===== src/hdl/kf_pkg.sv =====
package kf_pkg;

    localparam int FRAC_BITS = 24;
    // width of an unsaturated rounded product and of the determinant
    localparam int MULW_W = 64 - FRAC_BITS;
    localparam int DET_W = MULW_W + 1;
    // scaled dividend magnitude and shifted divisor widths
    localparam int NUM_W = 32 + FRAC_BITS;
    localparam int DSH_W = DET_W + 32;
    localparam int STEP_W = 6;
    localparam logic [STEP_W-1:0] LAST_STEP = 6'd56;

    localparam logic [31:0] ONE_Q = 32'(64'd1 << FRAC_BITS);
    localparam logic [31:0] P00_RESET = 32'(((64'd5 << FRAC_BITS) + 64'd50) / 64'd100);
    localparam logic [31:0] P11_RESET = ONE_Q;
    localparam logic [30:0] QPOS_RESET = 31'(((64'd1 << FRAC_BITS) + 64'd500) / 64'd1000);
    localparam logic [30:0] QVEL_RESET = 31'(((64'd5 << FRAC_BITS) + 64'd50) / 64'd100);
    localparam logic [30:0] RPOS_RESET = 31'(((64'd5 << FRAC_BITS) + 64'd50) / 64'd100);
    localparam logic [30:0] RVEL_RESET = 31'(((64'd1 << FRAC_BITS) + 64'd5) / 64'd10);

    localparam logic [2:0] CFG_QPOS = 3'd0;
    localparam logic [2:0] CFG_QVEL = 3'd1;
    localparam logic [2:0] CFG_RPOS = 3'd2;
    localparam logic [2:0] CFG_RVEL = 3'd3;

    typedef enum logic [1:0] {
        S_IDLE,
        S_RUN,
        S_DONE
    } state_t;

    typedef enum logic [2:0] {
        UOP_MUL,
        UOP_ADD,
        UOP_SUB,
        UOP_MULW,
        UOP_DET,
        UOP_DIV
    } uop_kind_t;

    typedef enum logic [5:0] {
        R_NONE, R_POS, R_VEL, R_C00, R_C01, R_C10, R_C11, R_DT, R_XP,
        R_P00, R_P01, R_P10, R_P11, R_Y0, R_Y1, R_S00, R_S11,
        R_I00, R_I01, R_I10, R_I11, R_K00, R_K01, R_K10, R_K11,
        R_A0, R_A1, R_T0, R_T1, R_PM, R_VM,
        R_QPOS, R_QVEL, R_RPOS, R_RVEL, R_ONE
    } reg_sel_t;

    typedef struct packed {
        uop_kind_t kind;
        reg_sel_t  dst;
        reg_sel_t  srca;
        reg_sel_t  srcb;
        logic      neg;
    } uop_t;

    function automatic uop_t mk(input uop_kind_t k, input reg_sel_t d,
                                input reg_sel_t a, input reg_sel_t b);
        uop_t u;
        u.kind = k;
        u.dst  = d;
        u.srca = a;
        u.srcb = b;
        u.neg  = 1'b0;
        return u;
    endfunction

    function automatic uop_t mkdiv(input reg_sel_t d, input reg_sel_t a, input logic n);
        uop_t u;
        u = mk(UOP_DIV, d, a, R_NONE);
        u.neg = n;
        return u;
    endfunction

    // microprogram of one update item
    function automatic uop_t uop_at(input logic [STEP_W-1:0] step);
        uop_t u;
        case (step)
            6'd0:  u = mk(UOP_MUL, R_T0, R_VEL, R_DT);
            6'd1:  u = mk(UOP_ADD, R_XP, R_POS, R_T0);
            6'd2:  u = mk(UOP_ADD, R_T0, R_C10, R_C01);
            6'd3:  u = mk(UOP_MUL, R_T0, R_DT, R_T0);
            6'd4:  u = mk(UOP_ADD, R_P00, R_C00, R_T0);
            6'd5:  u = mk(UOP_MUL, R_T0, R_DT, R_DT);
            6'd6:  u = mk(UOP_MUL, R_T0, R_T0, R_C11);
            6'd7:  u = mk(UOP_ADD, R_P00, R_P00, R_T0);
            6'd8:  u = mk(UOP_ADD, R_P00, R_P00, R_QPOS);
            6'd9:  u = mk(UOP_MUL, R_T0, R_DT, R_C11);
            6'd10: u = mk(UOP_ADD, R_P01, R_C01, R_T0);
            6'd11: u = mk(UOP_ADD, R_P10, R_C10, R_T0);
            6'd12: u = mk(UOP_ADD, R_P11, R_C11, R_QVEL);
            6'd13: u = mk(UOP_SUB, R_Y0, R_PM, R_XP);
            6'd14: u = mk(UOP_SUB, R_Y1, R_VM, R_VEL);
            6'd15: u = mk(UOP_ADD, R_S00, R_P00, R_RPOS);
            6'd16: u = mk(UOP_ADD, R_S11, R_P11, R_RVEL);
            6'd17: u = mk(UOP_MULW, R_NONE, R_S00, R_S11);
            6'd18: u = mk(UOP_DET, R_NONE, R_P01, R_P10);
            6'd19: u = mkdiv(R_I00, R_S11, 1'b0);
            6'd20: u = mkdiv(R_I01, R_P01, 1'b1);
            6'd21: u = mkdiv(R_I10, R_P10, 1'b1);
            6'd22: u = mkdiv(R_I11, R_S00, 1'b0);
            6'd23: u = mk(UOP_MUL, R_T0, R_P00, R_I00);
            6'd24: u = mk(UOP_MUL, R_T1, R_P01, R_I10);
            6'd25: u = mk(UOP_ADD, R_K00, R_T0, R_T1);
            6'd26: u = mk(UOP_MUL, R_T0, R_P00, R_I01);
            6'd27: u = mk(UOP_MUL, R_T1, R_P01, R_I11);
            6'd28: u = mk(UOP_ADD, R_K01, R_T0, R_T1);
            6'd29: u = mk(UOP_MUL, R_T0, R_P10, R_I00);
            6'd30: u = mk(UOP_MUL, R_T1, R_P11, R_I10);
            6'd31: u = mk(UOP_ADD, R_K10, R_T0, R_T1);
            6'd32: u = mk(UOP_MUL, R_T0, R_P10, R_I01);
            6'd33: u = mk(UOP_MUL, R_T1, R_P11, R_I11);
            6'd34: u = mk(UOP_ADD, R_K11, R_T0, R_T1);
            6'd35: u = mk(UOP_MUL, R_T0, R_K00, R_Y0);
            6'd36: u = mk(UOP_ADD, R_T0, R_XP, R_T0);
            6'd37: u = mk(UOP_MUL, R_T1, R_K01, R_Y1);
            6'd38: u = mk(UOP_ADD, R_POS, R_T0, R_T1);
            6'd39: u = mk(UOP_MUL, R_T0, R_K10, R_Y0);
            6'd40: u = mk(UOP_ADD, R_T0, R_VEL, R_T0);
            6'd41: u = mk(UOP_MUL, R_T1, R_K11, R_Y1);
            6'd42: u = mk(UOP_ADD, R_VEL, R_T0, R_T1);
            6'd43: u = mk(UOP_SUB, R_A0, R_ONE, R_K00);
            6'd44: u = mk(UOP_SUB, R_A1, R_ONE, R_K11);
            6'd45: u = mk(UOP_MUL, R_T0, R_A0, R_P00);
            6'd46: u = mk(UOP_MUL, R_T1, R_K01, R_P10);
            6'd47: u = mk(UOP_SUB, R_C00, R_T0, R_T1);
            6'd48: u = mk(UOP_MUL, R_T0, R_A0, R_P01);
            6'd49: u = mk(UOP_MUL, R_T1, R_K01, R_P11);
            6'd50: u = mk(UOP_SUB, R_C01, R_T0, R_T1);
            6'd51: u = mk(UOP_MUL, R_T0, R_A1, R_P10);
            6'd52: u = mk(UOP_MUL, R_T1, R_K10, R_P00);
            6'd53: u = mk(UOP_SUB, R_C10, R_T0, R_T1);
            6'd54: u = mk(UOP_MUL, R_T0, R_A1, R_P11);
            6'd55: u = mk(UOP_MUL, R_T1, R_K10, R_P01);
            6'd56: u = mk(UOP_SUB, R_C11, R_T0, R_T1);
            default: u = mk(UOP_ADD, R_NONE, R_NONE, R_NONE);
        endcase
        return u;
    endfunction

    function automatic logic [31:0] sat32(input logic signed [63:0] v);
        logic [31:0] r;
        if (v > 64'sd2147483647) r = 32'h7FFF_FFFF;
        else if (v < -64'sd2147483648) r = 32'h8000_0000;
        else r = v[31:0];
        return r;
    endfunction

endpackage


===== src/hdl/kf_div.sv =====
module kf_div (
    input  logic                             clk,
    input  logic                             rst_n,
    input  logic                             start,
    input  logic signed [32:0]               num,
    input  logic signed [kf_pkg::DET_W-1:0]  den,
    output logic                             done,
    output logic [31:0]                      quot
);

    logic                        busy_reg;
    logic                        done_reg;
    logic [5:0]                  cnt_reg;
    logic [kf_pkg::NUM_W-1:0]    rem_reg;
    logic [kf_pkg::DSH_W-1:0]    dsh_reg;
    logic [32:0]                 q_reg;
    logic                        neg_reg;

    logic [32:0]                 num_mag;
    logic [kf_pkg::DET_W-1:0]    den_mag;
    logic [kf_pkg::DSH_W-1:0]    rem_ext;
    logic                        ge;

    assign num_mag = num[32] ? 33'(-num) : 33'(num);
    assign den_mag = den[kf_pkg::DET_W-1] ? kf_pkg::DET_W'(-den) : kf_pkg::DET_W'(den);
    assign rem_ext = kf_pkg::DSH_W'(rem_reg);
    assign ge = rem_ext >= dsh_reg;

    // restoring divide on magnitudes, one quotient bit a cycle
    always_ff @(posedge clk or negedge rst_n) begin
        if (!rst_n)
        begin
            busy_reg <= 1'b0;
            done_reg <= 1'b0;
            cnt_reg  <= '0;
        end
        else
        begin
            done_reg <= 1'b0;
            if (start)
            begin
                busy_reg <= 1'b1;
                cnt_reg  <= 6'd33;
            end
            else if (busy_reg)
            begin
                cnt_reg <= cnt_reg - 6'd1;
                if (cnt_reg == 6'd1)
                begin
                    busy_reg <= 1'b0;
                    done_reg <= 1'b1;
                end
            end
        end
    end

    always_ff @(posedge clk) begin
        if (start)
        begin
            rem_reg <= kf_pkg::NUM_W'(num_mag[31:0]) << kf_pkg::FRAC_BITS;
            dsh_reg <= {den_mag, 32'b0};
            q_reg   <= '0;
            neg_reg <= num[32] ^ den[kf_pkg::DET_W-1];
        end
        else if (busy_reg)
        begin
            if (ge) rem_reg <= kf_pkg::NUM_W'(rem_ext - dsh_reg);
            q_reg   <= {q_reg[31:0], ge};
            dsh_reg <= dsh_reg >> 1;
        end
    end

    // sign and saturation of the quotient
    always_comb begin
        if (!neg_reg)
            quot = (q_reg > 33'h0_7FFF_FFFF) ? 32'h7FFF_FFFF : q_reg[31:0];
        else
            quot = (q_reg > 33'h0_8000_0000) ? 32'h8000_0000 : 32'(-q_reg);
    end

    assign done = done_reg;

endmodule


===== config.mk =====
export PLATFORM = sky130hd
export DESIGN_NAME = kf_div
export DESIGN_NICKNAME = d
export VERILOG_FILES = /design/src/hdl/kf_pkg.sv /design/src/hdl/kf_div.sv
export SDC_FILE = /design/constraint.sdc
export NUM_CORES = 1
export LEC_CHECK = 0
export BUFFER_PORTS_ARGS = -buffer_cell sky130_fd_sc_hd__buf_2
export CAP_MARGIN = 20
export CORE_MARGIN = 2
export CORE_UTILIZATION = 54
export DETAILED_ROUTE_END_ITERATION = 8
export GPL_TIMING_DRIVEN = 0
export HOLD_SLACK_MARGIN = 0.1
export PLACE_DENSITY = 0.73
export SLEW_MARGIN = 0
export SYNTH_ARGS = -nofsm -noshare
export SYNTH_HDL_FRONTEND = slang
export SYNTH_SLANG_ARGS = --single-unit

===== constraint.sdc =====
create_clock -name clk -period 10.47 [get_ports clk]
set_input_delay 1.5705 -clock clk [delete_from_list [all_inputs] [get_ports clk]]
set_output_delay 1.5705 -clock clk [all_outputs]
set_load 0.02 [all_outputs]

==> metrics.txt, run 1 <==
status finished clean; drt wl/cell around 17 um; largest net degree at the start of global routing between 40 and 50; Worst R2R Path Depth 12; Logic pwr share 0.304; Syn Nets 1667; final hold vios 0; Setup WS pre-CTS 4.70 ns; Seq pwr share 0.394; FF-to-FF End rem_reg[54]; H-tree levels 4; Clk pin slew, worst setup/hold paths 0.07 ns; synth warn 0; max FFs per register 73; DR vias/cell slightly below 6; CP endpoint kind primary output; cells along the critical path inv_1, ha_1, or4b_2, nor2_1, nand4b_1, or4_1, o41ai_2, nand3_1, clkbuf_1, o311ai_0, buf_2; Starting Density 0.544; Slew Limit Fails 0; Initial DRC Count ~1.1k; Resize count post-CTS 0; path type of the worst setup path reg2out; WHS Path Cells 2; Setup TNS 0 ns; sequential share of the synthesized area 0.332; DRT Pass-1 Iters 6; Max-slew headroom 0.267; Final ANT Viol Nets 0; number of synthesized flops with an enable pin 74; # setup viols final 0; most area-hungry cell type in the Yosys netlist edfxtp_1; Die Y 157 um; Internal approximately 1.4 mW; FFs w/ async S/R, synth 0.0468; core area approximately 0.023 sq mm; critical path data required time approximately 8.9 ns; Psw around 0.73 mW; syn_area_per_cell 8.29 sq um; first-pass GRT wire length approximately 55000 um; Leak between 6 and 7 nW; Area Growth Syn to Fin 12.1%; Post-Syn Instances roughly 1.5k; via count about 12k; min-delay worst type reg2reg; clock share of power 0.302; Mapped Area 0.0127 sq mm; worst-margin pin slew 1.09 ns; Fillers between 2k and 2.5k; Yosys top cell area share 0.176; die width roughly 160 um; I/O pins 110; synth top area cells edfxtp_1, dfxtp_1, mux2i_1; initial antenna violation count 0; global placer's final weighted congestion 0.953; setup slack after layout between 4 and 5 ns; drt total wl 34600 um; setup repair bufs after CTS 0; layout cells sized above 1 0.107; Final nets roughly 1.8k; RSZ-0062 raised after global routing no; Seq cells post-synth between 150 and 200; Tot Pwr between 2 and 2.5 mW; Cell variety after synth between 70 and 80; # port buffers about 110; critical path peak fanout 10; met3 Use GR 0.0303; most frequent cells in the layout nor2_1, nand2_1, o21ai_0; Tot GR Track Use 0.282; worst r2r src dsh_reg[9]; CTS Sinks between 150 and 200; CP startpoint kind flip-flop; met1 Track Usage GR 0.367; r2r setup slk between 6 and 7 ns; later-pin clock latency in the skew report ~0.44 ns; TritonCTS clock tree yes; post-cts hold buffer count 0; minimum clock period about 6.4 ns; maxcap violations 0; fin crit share 0.608; Max IR drop VDD 0.000117 V; crit path max-delay cell type or4b_2; crit path from q_reg[0]; total grt overflow 0; DRC Markers 0; Worst EP arrival around 4.8 ns; fmax between 0.15 and 0.2 GHz; Die Area approximately 0.025 sq mm; layer with the highest usage met2; FP Rows 56; Power Dens Cells between 100 and 150 mW/mm^2; Critical path destination quot[5]; slowest cell delay on critical path approximately 0.66 ns; met2 Track Usage GR 0.487; # diodes 0; clock root cell clkbuf_16; switching part of the total 0.350; clock skew between 0.008 and 0.009 ns; main flop type after synthesis dfxtp_1; worst-case clock buffer depth 2; commonest non-fill, non-tap cell in the layout nor2_1; Num CTS Buffers 17; vias in the first global route between 10k and 15k; HPWL after detailed placement 26500 um
## worst max-delay path: cells and delay by family (launching register included)
| family | cells | cell delay, ns |
|---|---|---|
| simple gates | 5 | 1.97 |
| flops | 1 | 0.37 |
| compound gates | 2 | 1.08 |
| fa+ha+maj | 1 | 0.20 |
| buf+inv | 3 | 0.73 |
## worst min path at each step
stage	start	endpoint	slack (ns)
2_1_floorplan	rem_reg[10]	rem_reg[10]	0.44
3_3_place_gp	rem_reg[10]	rem_reg[10]	0.45
3_5_place_dp	rem_reg[10]	rem_reg[10]	0.46
4_1_cts	rem_reg[10]	rem_reg[10]	0.47
5_1_grt	rem_reg[10]	rem_reg[10]	0.50
6_report	rem_reg[10]	rem_reg[10]	0.46
## cells by family (layout without fill, tap and decap cells)
logic type	Yosys count	count (layout)	synth area share
and+or+nand+nor	497	497	0.193
AOI/OAI and AO/OA	416	416	0.210
buffers and inverters	180	322	0.0553
DFF	171	171	0.332
xor gates and xnor gates	114	114	0.0789
muxes	86	86	0.0680
adders and majority gates	63	63	0.0629
## cells in the mapped netlist (18+ instances only)
cell type	n
a21o_1	41
a21oi_1	86
and3_1	19
clkbuf_1	72
dfxtp_1	89
edfxtp_1	74
ha_1	62
inv_1	93
mux2i_1	86
nand2_1	139
nand3_1	27
nand4_1	29
nor2_1	143
nor3_1	28
o21ai_0	130
o311ai_0	18
o31ai_1	28
xnor2_1	51
xor2_1	63
## power groups by stage
stage	Sequential (mW)	Clock [mW]	Combinational [mW]
after detailed placement	0.835	0	0.620
after global placement	0.833	0	0.610
after global routing	0.830	0.654	0.703
after CTS	0.821	0.633	0.624
after floorplan	0.820	0	0.463
final	0.821	0.629	0.635
## area by class of cell
cell class / count / area [sq um] / area share
multi-input cells: 1176 / 7750 / 0.546
flip-flops and latches: 171 / 4200 / 0.296
repair buffers: 110 / 573 / 0.0404
clock buffers: 18 / 429 / 0.0302
well taps: 319 / 399 / 0.0281
plain buffers: 87 / 352 / 0.0248
inverters: 93 / 349 / 0.0246
clock inverters: 14 / 134 / 0.00943
## metal layers
| metal | wire length [um] | vias up |
|---|---|---|
| met2 | 16600 | 409 |
| met3 | 1900 | 61 |
| met5 | 0 | - |
| met4 | 966 | 0 |
| met1 | 15200 | 5565 |
| li1 | - | 5794 |
## through the flow
step / area [sq um] / hold WS [ns] / std cells / utilization
5_1_grt: 14200 / 0.500 / 1988 / 0.610
6_report: 14200 / 0.461 / 1988 / 0.610
3_5_place_dp: 13600 / 0.456 / 1956 / 0.586
2_1_floorplan: 12700 / 0.436 / 1527 / -
4_1_cts: 14200 / 0.466 / 1988 / 0.610
3_3_place_gp: 13600 / 0.449 / 1955 / 0.585
No activity file was read; power rests on OpenSTA's default activity.
==> run 2: changes to the inputs <==
--- a/config.mk
+++ b/config.mk
@@ -5,6 +5,7 @@
 export SDC_FILE = /design/constraint.sdc
 export NUM_CORES = 1
 export LEC_CHECK = 0
+export ABC_AREA = 1
 export BUFFER_PORTS_ARGS = -buffer_cell sky130_fd_sc_hd__buf_2
 export CAP_MARGIN = 20
 export CORE_MARGIN = 2
==> constraint.sdc (replaced) <==
create_clock -name clk -period 6.3 [get_ports clk]
set_input_delay 0.945 -clock clk [delete_from_list [all_inputs] [get_ports clk]]
set_output_delay 0.945 -clock clk [all_outputs]
set_load 0.02 [all_outputs]
==> metrics.txt, run 2 <==
status finished clean (unchanged); most instantiated cells after synthesis nand2_1, inv_1, nor2_1, o21ai_0, nand3_1 (was nor2_1, nand2_1, o21ai_0, inv_1, dfxtp_1); min-delay worst type in2async (was reg2reg); # diodes 0 (unchanged); DRC Markers 0 (unchanged); Worst R2R Path Depth 14 (was 12); # setup viols final 0 (unchanged); layout cells sized above 1 0.0816 (was 0.107); sequential share of the synthesized area 0.288 (was 0.332); via count 15.7k (was 11.8k); DRT Pass-1 Iters 5 (was 6); Yosys top cell area share 0.165 (was 0.176); FFs w/ async S/R, synth 0.0468 (unchanged); Mapped Area 0.0146 sq mm (was 0.0127 sq mm); syn_area_per_cell 6.21 sq um (was 8.29 sq um); HPWL after detailed placement 39700 um (was 26500 um); RSZ-0062 raised after global routing no (unchanged); minimum clock period approximately 3.9 ns; sum of buffers and inverters on the critical path 4 (was 3); Leak 8.09 nW (was 6.32 nW); DR vias/cell 5.56 (was 5.95); Setup TNS 0 ns (unchanged); # port buffers 108 (was 109); drt wl/cell 17.4 um (about the same); Syn Nets 2488 (was 1667); most frequent cells in the layout nand2_1, inv_1, nor2_1 (was nor2_1, nand2_1, o21ai_0); initial antenna violation count 0 (unchanged); Resize count post-CTS 0 (unchanged); Crit path depth 13 (was 11); fin crit share 0.623; first-pass GRT wire length 77000 um (was 55500 um); fmax roughly 0.25 GHz; total grt overflow 0 (unchanged); storage element area 0.00420 sq mm (unchanged); Slew Limit Fails 0 (unchanged); Cell variety after synth 49 (was 73); most area-hungry cell type in the Yosys netlist nand2_1 (was edfxtp_1); critical path data required time 5.35 ns (was 8.90 ns); Initial DRC Count 1570 (was 1082); top sig layer met4 (unchanged); TritonCTS clock tree yes (unchanged); Tot GR Track Use 0.348 (was 0.282); FP Rows 60 (was 56); worst-margin pin slew 0.977 ns (was 1.09 ns); synth top area cells nand2_1, edfxtp_1, dfxtp_1 (was edfxtp_1, dfxtp_1, mux2i_1); later-pin clock latency in the skew report 0.46 ns (was 0.44 ns); Setup WS pre-CTS 2.43 ns (was 4.70 ns); Die Area 0.0283 sq mm (was 0.0247 sq mm); Clk pin slew, worst setup/hold paths 0.08 ns (was 0.07 ns); path type of the worst setup path reg2out (unchanged); placed cells 2798 (was 1956); metal2 WL 21900 um (was 16600 um); clock skew 0.0191 ns (was 0.00830 ns); final hold vios 0 (unchanged); H-tree levels 4 (unchanged); critical path peak fanout 10 (unchanged); Final ANT Viol Nets 0 (unchanged); Power Dens Cells 209 mW/mm^2 (was 147 mW/mm^2); slowest cell delay on critical path 0.33 ns (was 0.66 ns); global placer's final weighted congestion 1.05 (was 0.953); CTS Sinks 171 (unchanged); WL met1 22300 um (was 15200 um); core area 0.0267 sq mm (was 0.0233 sq mm); Starting Density 0.546 (was 0.544); Seq cells post-synth 171 (unchanged); clock root cell clkbuf_16 (unchanged); largest net degree at the start of global routing 33 (was 43); Area Growth Syn to Fin 11.2% (was 12.1%); setup repair bufs after CTS 0 (unchanged); vias in the first global route 14.6k (was 11.1k); CP endpoint kind primary output (unchanged); CP top delay family simple AND/OR/NAND/NOR gates (unchanged); setup slack after layout 2.37 ns (was 4.10 ns); Routed met3 length 3450 um (was 1900 um); Final nets 2616 (was 1796); worst-case clock buffer depth 2 (unchanged); Num CTS Buffers 17 (unchanged); maxcap violations 0 (unchanged); drt total wl 49300 um (was 34600 um); cells along the critical path inv_1, ha_1, nand2_1, nor4_4, nand2_2, nor2_4, nand3_2, a21oi_4, nand2_2, buf_6, buf_6, o21ai_1, buf_2 (was inv_1, ha_1, or4b_2, nor2_1, nand4b_1, or4_1, o41ai_2, nand3_1, clkbuf_1, o311ai_0, buf_2); Tot Pwr 3.39 mW (was 2.08 mW); Post-Syn Instances 2348 (was 1527); Max-slew headroom 0.348 (was 0.267); synth warn 0 (unchanged); Fillers 2764 (was 2148); final cell count without fillers 2830 (was 1988); number of synthesized flops with an enable pin 74 (unchanged); crit path max-delay cell type dfxtp_1 (was or4b_2); multi-input logic area 0.00859 sq mm (was 0.00775 sq mm); most frequent cell after synthesis nand2_1 (was nor2_1); Fin Hold WS 0.329 ns (was 0.461 ns); commonest non-fill, non-tap cell in the layout nand2_1 (was nor2_1); post-cts hold buffer count 0 (unchanged); CP startpoint kind flip-flop (unchanged); I/O pins 110 (unchanged); die width 168 um (was 157 um); max FFs per register 73 (unchanged); Worst EP arrival 2.98 ns (was 4.80 ns); Die Y 168 um (was 157 um); main flop type after synthesis dfxtp_1 (unchanged); Max IR drop VDD 0.000148 V (was 0.000117 V)
run 2: final timing paths:
path / startpoint / to / slack [ns]
min in group clk: dsh_reg[0] / dsh_reg[0] / 0.49
setup / recovery: q_reg[0] / quot[28] / 2.37
max in group asynchronous: rst_n / cnt_reg[3] / 5.78
setup reg to reg: rem_reg[31] / rem_reg[24] / 2.90
hold reg to reg: dsh_reg[0] / dsh_reg[0] / 0.49
hold / removal: rst_n / cnt_reg[2] / 0.33
run 2: per-layer routing:
| layer | vias to the layer above | global-route usage |
|---|---|---|
| met1 | 7178 | 0.474 |
| met5 | - | 0 |
| met2 | 600 | 0.562 |
| li1 | 7873 | - |
| met3 | 80 | 0.0487 |
| met4 | 0 | 0.131 |
run 2: per-stage QoR:
stage	area [sq um]	util
global route	16200	0.607
global placement	15600	0.582
CTS	16200	0.607
floorplan	14600	-
detailed placement	15600	0.583
finish	16200	0.607
run 2: cell families after synthesis:
kind of cell / count (synthesis) / synth area share
xor gates and xnor gates: 63 / 0.0378
and+or+nand+nor: 1162 / 0.335
adders and majority gates: 63 / 0.0546
buffers and inverters: 463 / 0.123
DFF: 171 / 0.288
AOI/OAI and AO/OA: 425 / 0.160
muxes: 1 / 0.000686
run 2: where the power goes:
group | internal [mW] | total [mW] | switching [mW]
clock | 0.556 | 1.17 | 0.611
combinational | 0.287 | 0.957 | 0.670
sequential | 1.24 | 1.27 | 0.0297
run 2: layout make-up:
| class | count | area share |
|---|---|---|
| multi-input cells | 1714 | 0.530 |
| flip-flops and latches | 171 | 0.259 |
| inverters | 403 | 0.0933 |
| repair buffers | 109 | 0.0346 |
| well taps | 341 | 0.0263 |
| clock buffers | 17 | 0.0262 |
| plain buffers | 60 | 0.0174 |
| clock inverters | 15 | 0.0132 |
